$ cat src/sv/prs_pkg.sv
// Shared types and constants of the 48 kHz to 16 kHz polyphase resampler.
// No dependencies; used by the channel interfaces and all modules.
package prs_pkg;

  localparam int SAMPLE_W   = 16;
  localparam int CIDX_W     = 10;
  localparam int CVAL_W     = 20;
  localparam int CFG_IDX_W  = 2;
  localparam int CFG_DATA_W = 10;
  localparam int SKIP_W     = 9;
  localparam int COEF_FRAC  = 16;

  // Interpolation and decimation rates of the three stages.
  localparam int UP_INT   = 4;
  localparam int UP_DEC   = 3;
  localparam int DOWN_DEC = 2;

  localparam logic [CFG_IDX_W-1:0] REG_UP_LAST   = 2'd0;
  localparam logic [CFG_IDX_W-1:0] REG_DOWN_LAST = 2'd1;

  localparam logic CMD_SAMPLE = 1'b0;
  localparam logic CMD_COEF   = 1'b1;
  localparam logic TABLE_UP   = 1'b0;
  localparam logic TABLE_DOWN = 1'b1;

  typedef struct packed {
    logic signed [SAMPLE_W-1:0] sample;
    logic                       clipped;
  } out_res_t;

endpackage

$ cat src/sv/prs_shape.sv
// Truncation toward zero and saturation of a stage accumulator.
// Gives the history value for the next stage and the final 16-bit result.
// Depends on prs_pkg.
module prs_shape #(
  parameter int HW   = 24,
  parameter int ACCW = 55,
  parameter int FRAC = 8
) (
  input  logic signed [ACCW-1:0] acc,
  output logic signed [HW-1:0]   hist_val,
  output prs_pkg::out_res_t      res
);

  localparam int SH_MID = prs_pkg::COEF_FRAC;
  localparam int SH_FIN = prs_pkg::COEF_FRAC + FRAC;
  localparam logic signed [ACCW-1:0] BIAS_MID = ACCW'((64'd1 << SH_MID) - 64'd1);
  localparam logic signed [ACCW-1:0] BIAS_FIN = ACCW'((64'd1 << SH_FIN) - 64'd1);
  localparam logic signed [ACCW-1:0] HMAX = ACCW'((64'sd1 <<< (HW - 1)) - 64'sd1);
  localparam logic signed [ACCW-1:0] HMIN = -HMAX - ACCW'(1);
  localparam logic signed [ACCW-1:0] OMAX = ACCW'(32767);
  localparam logic signed [ACCW-1:0] OMIN = -OMAX - ACCW'(1);
  localparam logic signed [ACCW-1:0] ZERO = ACCW'(0);

  logic                   neg;
  logic signed [ACCW-1:0] t_mid;
  logic signed [ACCW-1:0] t_fin;

  // Adding 2^sh - 1 to a negative value before the arithmetic shift rounds toward zero.
  always_comb begin
    neg   = acc[ACCW-1];
    t_mid = (acc + (neg ? BIAS_MID : ZERO)) >>> SH_MID;
    t_fin = (acc + (neg ? BIAS_FIN : ZERO)) >>> SH_FIN;
    if (t_mid > HMAX) begin
      hist_val = HMAX[HW-1:0];
    end else if (t_mid < HMIN) begin
      hist_val = HMIN[HW-1:0];
    end else begin
      hist_val = t_mid[HW-1:0];
    end
    if (t_fin > OMAX) begin
      res.sample  = OMAX[prs_pkg::SAMPLE_W-1:0];
      res.clipped = 1'b1;
    end else if (t_fin < OMIN) begin
      res.sample  = OMIN[prs_pkg::SAMPLE_W-1:0];
      res.clipped = 1'b1;
    end else begin
      res.sample  = t_fin[prs_pkg::SAMPLE_W-1:0];
      res.clipped = 1'b0;
    end
  end

endmodule
$ cat config.mk
export PLATFORM = sky130hd
export DESIGN_NAME = prs_shape
export DESIGN_NICKNAME = d
export VERILOG_FILES = /design/src/sv/prs_pkg.sv /design/src/sv/prs_shape.sv
export SDC_FILE = /design/constraint.sdc
export NUM_CORES = 1
export LEC_CHECK = 0
export ABC_AREA = 1
export BUFFER_PORTS_ARGS = -buffer_cell sky130_fd_sc_hd__buf_2
export CORE_MARGIN = 3
export CORE_UTILIZATION = 55
export DETAILED_ROUTE_END_ITERATION = 7
export GPL_TIMING_DRIVEN = 0
export PLACE_DENSITY = 0.9
export SYNTH_ARGS = -nofsm -noshare
export SYNTH_HDL_FRONTEND = slang
export SYNTH_SLANG_ARGS = --single-unit
$ cat constraint.sdc
create_clock -name vclk -period 5.5
set_clock_uncertainty 0.1 [all_clocks]
set_input_delay 0 -clock vclk [all_inputs]
set_output_delay 0 -clock vclk [all_outputs]
set_load 0.005 [all_outputs]
==> out/summary.md, run 1 <==
Outcome
- outcome: finished clean

Layout
- fill cell count: 816
- FFs & Latches: 0
- register area: 0 µm²
- nets: 1199
- commonest non-fill, non-tap cell in the layout: sky130_fd_sc_hd__nand2_1
- total of clock buffers placed in the layout: 0
- synthesis-to-layout area growth: 13.1%
- area taken by multi-input logic gates: 3740 µm²
- commonest cells after routing, fill and taps aside: sky130_fd_sc_hd__nand2_1, sky130_fd_sc_hd__inv_1, sky130_fd_sc_hd__nor2_1, sky130_fd_sc_hd__buf_2, sky130_fd_sc_hd__nand3_1
- layout cell share with drive strength beyond 1: 11.5%
- post-route core utilization: 64.9%
- cell area after layout: 5090 µm²
- antenna cell count: 0
- non-filler instance count after layout: 1221

Setup path
- crit path buf inv count: 4
- category of the most critical setup path: input port to primary output
- data arrival time at the worst-slack endpoint: 3.16 ns
- Top delay family on crit path: simple AND/OR/NAND/NOR gates
- Slowest Stage Delay on Critical Path: 0.40 ns
- kind of capture point of the worst setup path: primary output
- Slowest-stage cell, CP: sky130_fd_sc_hd__ha_1
- critical-path cell list: buf_2, ha_1, nand2_1, nor2_1, inv_1, nor3_1, nand2_1, nand2_1, nand2_1, nand2_1, nand2_1, nand2_1, nand2_1, nor3_1, nand3_1, nand2_2, buf_4, nand2_1, buf_2
- most frequent cell on the critical path: sky130_fd_sc_hd__nand2_1
- crit path launch type: input port
- top fanout value on the critical path: 24
- required time of the worst setup path: 5.40 ns

Placement
- placed cell count: 1221
- Port Buffers: 92
- placement-stage cell area: 5090 µm²
- Final GP Congestion: 1.10
- worst setup timing slack at the placement stage: 2.38 ns
- half-perimeter wire length after placement: 14100 µm

Global route
- pin count of the biggest net entering global routing: 25
- via count of the first global-routing pass: 5761
- wire length of the first global-routing pass: 26000 µm
- initial antenna violation count: 0
- global route total overflow: 0
- global-route usage over all layers: 35.2%

Timing
- timing-limited maximum frequency: 307 MHz
- relative slew slack: 52.7%
- ratio of final minimum period to clock period: 59.3%
- min setup slack post-route: 2.24 ns
- Hold Vio Cnt, Final: 0
- total setup violations reported at the end of the flow: 0
- actual transition at the worst max-transition pin: 0.703 ns
- final critical-path required period: 3.26 ns
- RSZ-0062 raised after global routing: no
- final-layout setup total negative slack: 0 ns
- hold slack final: 0.335 ns
- Slew Viols, Final: 0

Synth
- sequential area share after synthesis: 0%
- average cell area after synthesis: 4.39 µm²
- cell area after technology mapping: 4510 µm²
- count of different cell masters after synthesis: 34
- count of synthesis-stage warnings from yosys: 0
- Post-Synthesis Net Count: 1105
- Post-Syn Instances: 1027

Detailed routing
- drt drc: 0
- detailed-route via count: 6532
- final routed wire length divided by cell count: 13.5 µm
- Routed WL: 16500 µm
- Vias/cell: 5.35
- Initial DRT Pass Iterations: 6
- remaining antenna violation count after routing: 0
- initial drt markers: 666

Power
- Internal Dissipation: 0.112 mW
- Tot Pwr: 0.337 mW
- Clk pwr share: 0%
- reported net switching power: 0.226 mW
- peak supply drop: 0.0000376 V
- sequential power share: 0%
- Static Leak: 3.16 nW
- pwr dens: 66.2 nW/µm²
- switching fraction of total power: 66.8%
- share of power burned in combinational logic: 100.0%

CTS
- number of gates given a new drive strength after cts: 0
- number of buffers added to fix hold violations after cts: 0
- buffers inserted during post-CTS setup optimization: 0

Floorplanning
- effective utilization at floorplan: 57.4%
- Placement Rows: 32
- die area: 9310 µm²
- Core Region: 7850 µm²
- height of the die: 96.5 µm
- die width: 96.5 µm
- number of I/O pins: 96

Min path
- classification of the worst-slack hold path: input port to primary output

Job
- Max-Cap Viols: 0

[per-layer routing]
metal  GRT usage (%)  vias up  wire length (µm)
li1                -     3311                 -
met1            43.9     2707              6310
met2            55.9      414              6850
met3            7.44      100              2260
met4            20.0        0              1060
met5               0        -                 0
[synth_stat cells]
master	n	area [µm²]
sky130_fd_sc_hd__and3_1	1	6.26
sky130_fd_sc_hd__a21oi_1	27	135
sky130_fd_sc_hd__nor2_4	2	22.5
sky130_fd_sc_hd__nor2_1	155	582
sky130_fd_sc_hd__o21ai_1	1	5.00
sky130_fd_sc_hd__xor2_1	13	114
sky130_fd_sc_hd__a31oi_1	2	12.5
sky130_fd_sc_hd__o21ai_4	1	16.3
sky130_fd_sc_hd__nor4_1	1	6.26
sky130_fd_sc_hd__a21o_1	1	7.51
sky130_fd_sc_hd__clkbuf_2	3	15.0
sky130_fd_sc_hd__nand4_1	17	106
sky130_fd_sc_hd__inv_2	7	26.3
sky130_fd_sc_hd__xnor2_1	4	35.0
sky130_fd_sc_hd__a21boi_0	1	7.51
sky130_fd_sc_hd__a211oi_1	1	7.51
sky130_fd_sc_hd__nor3_1	14	70.1
sky130_fd_sc_hd__buf_2	4	20.0
sky130_fd_sc_hd__nand2_1	452	1700
sky130_fd_sc_hd__nor2_2	6	37.5
sky130_fd_sc_hd__nand2_2	2	12.5
sky130_fd_sc_hd__nor3_2	2	20.0
sky130_fd_sc_hd__nand3b_1	3	22.5
sky130_fd_sc_hd__inv_1	178	668
sky130_fd_sc_hd__ha_1	23	288
sky130_fd_sc_hd__nand3_2	2	20.0
sky130_fd_sc_hd__clkinv_1	1	3.75
sky130_fd_sc_hd__and2_1	2	12.5
sky130_fd_sc_hd__buf_4	4	30.0
sky130_fd_sc_hd__or2_2	2	12.5
sky130_fd_sc_hd__a31o_2	1	8.76
sky130_fd_sc_hd__nor3b_2	1	12.5
sky130_fd_sc_hd__o21ai_0	1	5.00
sky130_fd_sc_hd__nand3_1	92	460
[worst paths after layout]
check / cells past startpoint / to / slack (ns) / startpoint
setup / recovery: 19 / res[15] / 2.24 / acc[54]
hold / removal: 5 / hist_val[15] / 0.34 / acc[31]
[final cells by class]
type / count / area share (%)
inverters: 186 / 13.7
plain buffers: 11 / 1.28
well taps: 102 / 2.51
multi-input cells: 830 / 73.5
repair buffers: 92 / 9.04
[power groups by stage]
stage               combinational [mW]  clock [mW]  sequential (mW)
floorplan                        0.213           0                0
global placement                 0.321           0                0
detailed placement               0.326           0                0
CTS                              0.328           0                0
global route                     0.378           0                0
finish                           0.337           0                0
[cell families after synthesis]
group | count (synthesis) | share of synthesized area [%]
buffers and inverters | 197 | 16.9
adder cells (fa/ha/maj) | 23 | 6.39
AO/OA/AOI/OAI | 36 | 4.55
XOR/XNOR | 17 | 3.30
AND/OR/NAND/NOR | 754 | 68.8
(Power assumes the default switching activity.)
==> run 2, diff against run 1 <==
==> constraint.sdc (replaced) <==
create_clock -name vclk -period 3.4
set_clock_uncertainty 0.1 [all_clocks]
set_input_delay 0 -clock vclk [all_inputs]
set_output_delay 0 -clock vclk [all_outputs]
set_load 0.005 [all_outputs]
==> run 2 against run 1 <==
  * Critical path depth did not move
  * Final cell count did not move
  * Sequential share of layout area did not move
  * Hold slack got worse by 0.00099 ns
  * Largest cell class unchanged
  * Non-clock buffer count did not move
  * First-iteration DRC count rose by 8.9%
  * Flip-flop and latch count did not move
  * Combinational power rose by 63%
  * Design area rose by 0.25%
  * Wire length rose by 0.47%
==> out/summary.md, run 2 (synthesized netlist as in run 1, its figures left out) <==
Timing
- hold slack final: 0.334 ns, was 0.335 ns
- timing-limited maximum frequency: 313 MHz
- ratio of final minimum period to clock period: 94.1%
- final critical-path required period: 3.20 ns
- total setup violations reported at the end of the flow: 0, unchanged
- relative slew slack: 52.0%, was 52.7%
- Hold Vio Cnt, Final: 0, unchanged
- RSZ-0062 raised after global routing: no, unchanged
- Slew Viols, Final: 0, unchanged
- min setup slack post-route: 0.200 ns, was 2.24 ns
- final-layout setup total negative slack: 0 ns, unchanged
- actual transition at the worst max-transition pin: 0.713 ns, was 0.703 ns

Job
- Max-Cap Viols: 0, unchanged

Outcome
- outcome: finished clean, unchanged

Detailed routing
- met2 routed wirelength: 6880 µm, was 6850 µm
- remaining antenna violation count after routing: 0, unchanged
- Met1 Routed Length: 6290 µm, was 6310 µm
- Vias/cell: 5.40, was 5.35
- max layer used: met4, unchanged
- DR WL met3: 2320 µm, was 2260 µm
- Initial DRT Pass Iterations: 6, unchanged
- drt drc: 0, unchanged
- Routed WL: 16600 µm, was 16500 µm
- detailed-route via count: 6599, was 6532
- final routed wire length divided by cell count: 13.6 µm, was 13.5 µm
- initial drt markers: 725, was 666

Global route
- via count of the first global-routing pass: 5761, unchanged
- global-route usage over all layers: 35.2%, unchanged
- initial antenna violation count: 0, unchanged
- pin count of the biggest net entering global routing: 25, unchanged
- global route total overflow: 0, unchanged
- wire length of the first global-routing pass: 26000 µm, unchanged

CTS
- buffers inserted during post-CTS setup optimization: 0, unchanged

Setup path
- top fanout value on the critical path: 24, unchanged
- category of the most critical setup path: input port to primary output, unchanged
- data arrival time at the worst-slack endpoint: 3.10 ns, was 3.16 ns
- required time of the worst setup path: 3.30 ns, was 5.40 ns
- crit path launch type: input port, unchanged
- kind of capture point of the worst setup path: primary output, unchanged

Floorplanning
- Placement Rows: 32, unchanged
- effective utilization at floorplan: 57.4%, unchanged
- number of I/O pins: 96, unchanged
- die width: 96.5 µm, unchanged
- die area: 9310 µm², unchanged
- height of the die: 96.5 µm, unchanged
- Core Region: 7850 µm², unchanged

Placement
- placed cell count: 1221, unchanged
- half-perimeter wire length after placement: 14100 µm, unchanged
- Port Buffers: 92, unchanged
- Final GP Congestion: 1.10, unchanged
- worst setup timing slack at the placement stage: 0.285 ns, was 2.38 ns

Layout
- fill cell count: 813, was 816
- commonest cells after routing, fill and taps aside: sky130_fd_sc_hd__nand2_1, sky130_fd_sc_hd__inv_1, sky130_fd_sc_hd__nor2_1, sky130_fd_sc_hd__buf_2, sky130_fd_sc_hd__nand3_1, unchanged
- nets: 1199, unchanged
- synthesis-to-layout area growth: 13.3%, was 13.1%
- commonest non-fill, non-tap cell in the layout: sky130_fd_sc_hd__nand2_1, unchanged
- non-filler instance count after layout: 1221, unchanged
- post-route core utilization: 65.1%, was 64.9%
- total of clock buffers placed in the layout: 0, unchanged
- FFs & Latches: 0, unchanged
- antenna cell count: 0, unchanged
- register area: 0 µm², unchanged
- layout cell share with drive strength beyond 1: 11.8%, was 11.5%

Min path
- classification of the worst-slack hold path: input port to primary output, unchanged

Power
- Static Leak: 3.17 nW, was 3.16 nW
- peak supply drop: 0.0000611 V, was 0.0000376 V
- pwr dens: 107 nW/µm², was 66.2 nW/µm²

## run 2: timing repair
| action | 4_1_cts | 5_1_grt |
|---|---|---|
| hold endpoints to repair | 0 | 0 |
| setup endpoints to repair | 0 | 30 |
| hold buffers | 0 | 0 |
| resized for setup | 0 | 4 |
## run 2: stage by stage
step | area [µm²] | power (mW)
3_3_place_gp | 5090 | 0.519
6_report | 5110 | 0.548
2_1_floorplan | 4510 | 0.344
5_1_grt | 5110 | 0.613
4_1_cts | 5090 | 0.531
3_5_place_dp | 5090 | 0.528
## run 2: layout make-up
type | count | area (µm²) | area share, %
inverter | 186 | 698 | 13.7
multi-input combinational | 830 | 3750 | 73.5
timing repair buffer | 92 | 463 | 9.07
buffer | 11 | 65.1 | 1.27
tap | 102 | 128 | 2.50
## run 2: final timing paths
| path | start | endpoint | slack, ns | cells after the start |
|---|---|---|---|---|
| min | acc[31] | hist_val[15] | 0.33 | 5 |
| max | acc[54] | res[15] | 0.20 | 19 |
## run 2: worst max-delay path: stages
cell and delay (ns):
sky130_fd_sc_hd__clkbuf_4 0.25, sky130_fd_sc_hd__ha_1 0.38, sky130_fd_sc_hd__nand2_1 0.11, sky130_fd_sc_hd__nor2_2 0.29, sky130_fd_sc_hd__inv_1 0.08, sky130_fd_sc_hd__nor3_1 0.14
sky130_fd_sc_hd__nand2_1 0.12, sky130_fd_sc_hd__nand2_1 0.16, sky130_fd_sc_hd__nand2_1 0.08, sky130_fd_sc_hd__nand2_1 0.21, sky130_fd_sc_hd__nand2_1 0.14, sky130_fd_sc_hd__nand2_1 0.11
sky130_fd_sc_hd__nand2_1 0.05, sky130_fd_sc_hd__nor3_1 0.27, sky130_fd_sc_hd__nand3_1 0.16, sky130_fd_sc_hd__nand2_2 0.16, sky130_fd_sc_hd__buf_4 0.19, sky130_fd_sc_hd__nand2_1 0.06
sky130_fd_sc_hd__buf_2 0.12
## run 2: per-layer routing
| metal | track usage, % | vias up |
|---|---|---|
| met5 | 0 | - |
| met4 | 20.0 | 0 |
| met3 | 7.44 | 110 |
| met2 | 55.9 | 431 |
| met1 | 43.9 | 2743 |
| li1 | - | 3315 |
## run 2: power by group
part / switching (mW) / leakage, nW / total [mW] / internal, mW
clock: 0 / 0 / 0 / 0
sequential: 0 / 0 / 0 / 0
combinational: 0.367 / 3.17 / 0.548 / 0.181
==> run 3, diff against run 2 <==
==> constraint.sdc (replaced) <==
create_clock -name vclk -period 3.1
set_clock_uncertainty 0.1 [all_clocks]
set_input_delay 0 -clock vclk [all_inputs]
set_output_delay 0 -clock vclk [all_outputs]
set_load 0.005 [all_outputs]
==> run 3 against run 2 <==
  * First-iteration DRC count increased by 3.0%
  * Hold slack got worse by 0.00090 ns
  * Non-clock buffer count unchanged
  * Count of clock-buffer cells in the layout unchanged
  * Final cell count unchanged
  * Combinational power increased by 12%
  * Die area unchanged
  * Setup slack improved by 0.022 ns
  * Sequential share of layout area unchanged
  * Total power increased by 12%
  * Critical path type unchanged
  * Largest power group unchanged
==> out/summary.md, run 3 (synthesized netlist as in run 1, its figures left out) <==
Detailed routing
- Routed WL: 16900 µm, was 16600 µm
- detailed-route via count: 6643, was 6599
- final routed wire length divided by cell count: 13.8 µm, was 13.6 µm
- drt drc: 0, unchanged
- Initial DRT Pass Iterations: 6, unchanged
- Vias/cell: 5.44, was 5.40
- remaining antenna violation count after routing: 0, unchanged
- initial drt markers: 747, was 725

Setup path
- Slowest-stage cell, CP: sky130_fd_sc_hd__ha_1, unchanged
- crit path launch type: input port, unchanged
- category of the most critical setup path: input port to primary output, unchanged
- critical-path cell list: buf_6, ha_1, nand2_1, nor2_1, inv_1, nor2_1, and2_1, nand2_1, nand3_2, nand2_1, nand2_1, nand2_1, nor3_1, nand3_1, nand2_2, buf_4, nand2_1, buf_2, was clkbuf_4, ha_1, nand2_1, nor2_2, inv_1, nor3_1, nand2_1, nand2_1, nand2_1, nand2_1, nand2_1, nand2_1, nand2_1, nor3_1, nand3_1, nand2_2, buf_4, nand2_1, buf_2
- Slowest Stage Delay on Critical Path: 0.35 ns, was 0.38 ns
- kind of capture point of the worst setup path: primary output, unchanged
- data arrival time at the worst-slack endpoint: 2.78 ns, was 3.10 ns
- most frequent cell on the critical path: sky130_fd_sc_hd__nand2_1, unchanged
- required time of the worst setup path: 3.00 ns, was 3.30 ns
- top fanout value on the critical path: 24, unchanged

Min path
- classification of the worst-slack hold path: input port to primary output, unchanged
- Hold Crit Endpoint: hist_val[15], unchanged
- Hold Path Depth: 5, unchanged
- beginning of the worst hold path: acc[31], unchanged

Floorplanning
- Core Region: 7850 µm², unchanged
- die area: 9310 µm², unchanged
- number of I/O pins: 96, unchanged
- die width: 96.5 µm, unchanged
- height of the die: 96.5 µm, unchanged
- Placement Rows: 32, unchanged
- effective utilization at floorplan: 57.4%, unchanged

Timing
- actual transition at the worst max-transition pin: 0.728 ns, was 0.713 ns
- Slew Viols, Final: 0, unchanged
- RSZ-0062 raised after global routing: no, unchanged
- relative slew slack: 51.0%, was 52.0%
- total setup violations reported at the end of the flow: 0, unchanged
- final-layout setup total negative slack: 0 ns, unchanged
- final critical-path required period: 2.88 ns
- timing-limited maximum frequency: 347 MHz
- Hold Vio Cnt, Final: 0, unchanged
- ratio of final minimum period to clock period: 92.8%

Job
- Max-Cap Viols: 0, unchanged

Layout
- commonest cells after routing, fill and taps aside: sky130_fd_sc_hd__nand2_1, sky130_fd_sc_hd__inv_1, sky130_fd_sc_hd__nor2_1, sky130_fd_sc_hd__buf_2, sky130_fd_sc_hd__nand3_1, unchanged
- layout cell share with drive strength beyond 1: 12.3%, was 11.8%
- total of clock buffers placed in the layout: 0, unchanged
- commonest non-fill, non-tap cell in the layout: sky130_fd_sc_hd__nand2_1, unchanged
- nets: 1199, unchanged
- post-route core utilization: 65.8%, was 65.1%
- synthesis-to-layout area growth: 14.5%, was 13.3%
- antenna cell count: 0, unchanged
- register area: 0 µm², unchanged
- FFs & Latches: 0, unchanged

Power
- peak supply drop: 0.0000723 V, was 0.0000611 V
- Tot Pwr: 0.614 mW, was 0.548 mW
- pwr dens: 119 nW/µm², was 107 nW/µm²
- Static Leak: 3.17 nW, about the same

Placement
- Final GP Congestion: 1.10, unchanged
- Port Buffers: 92, unchanged
- half-perimeter wire length after placement: 14100 µm, unchanged

Global route
- wire length of the first global-routing pass: 26100 µm, was 26000 µm
- met1 track utilization from global routing: 44.0%, was 43.9%
- met3 global-route usage: 7.59%, was 7.44%
- met2 global-route usage: 56.1%, was 55.9%
- via count of the first global-routing pass: 5767, was 5761
- most used routing layer: met2, unchanged
- initial antenna violation count: 0, unchanged
- global route total overflow: 0, unchanged
- pin count of the biggest net entering global routing: 25, unchanged
- global-route usage over all layers: 35.3%, was 35.2%

CTS
- buffers inserted during post-CTS setup optimization: 0, unchanged
- number of buffers added to fix hold violations after cts: 0, unchanged

Outcome
- outcome: finished clean, unchanged

-- run 3: cell count changes in the layout (fill, tap and decap cells not counted), sizes merged --
cell and change:
clkbuf -1, buf +1
-- run 3: worst max-delay path by stage --
stage	from	endpoint	slack, ns	depth (start not counted)
after floorplan	acc[15]	res[15]	1.14	17
after global placement	acc[54]	hist_val[6]	0.04	17
after detailed placement	acc[54]	res[12]	-0.02	19
after CTS	acc[54]	hist_val[11]	0.05	20
after global routing	acc[54]	hist_val[11]	0.05	17
final	acc[54]	res[15]	0.22	18
-- run 3: critical path: cells and delay by family --
kind	cells	cell delay (ns)
adder cells (fa/ha/maj)	1	0.35
buffers and inverters	4	0.55
AND/OR/NAND/NOR	13	1.87
-- run 3: per-stage QoR --
stage / cell area (µm²) / cells / setup slack (ns) / hold WS [ns]
6_report: 5160 / 1221 / 0.222 / 0.333
5_1_grt: 5160 / 1221 / 0.0546 / 0.368
2_1_floorplan: 4510 / 1027 / 1.14 / 0.0474
4_1_cts: 5100 / 1221 / 0.0512 / 0.329
3_3_place_gp: 5090 / 1221 / 0.0440 / 0.319
3_5_place_dp: 5090 / 1221 / -0.0154 / 0.329
-- run 3: power by group --
part           internal [mW]  switching (mW)  leakage (nW)
clock network              0               0             0
registers                  0               0             0
logic                  0.204           0.410          3.17
-- run 3: timing repair --
action | in CTS | in global routing
gates cloned | 0 | 0
endpoints found under the setup margin | 11 | 39
pin swaps | 0 | 0
gates resized for setup | 2 | 11
-- run 3: area by class of cell --
| cell class | count | area [µm²] |
|---|---|---|
| multi-input cells | 830 | 3800 |
| plain buffers | 11 | 65.1 |
| inverters | 186 | 698 |
| well taps | 102 | 128 |
| repair buffers | 92 | 467 |
| fillers | 803 | 2690 |
-- run 3: per-layer routing --
| metal | share of wire (%) | vias to the layer above |
|---|---|---|
| li1 | - | 3316 |
| met1 | 37 | 2771 |
| met2 | 42 | 450 |
| met3 | 14 | 106 |
| met4 | 6.5 | 0 |
| met5 | 0 | - |
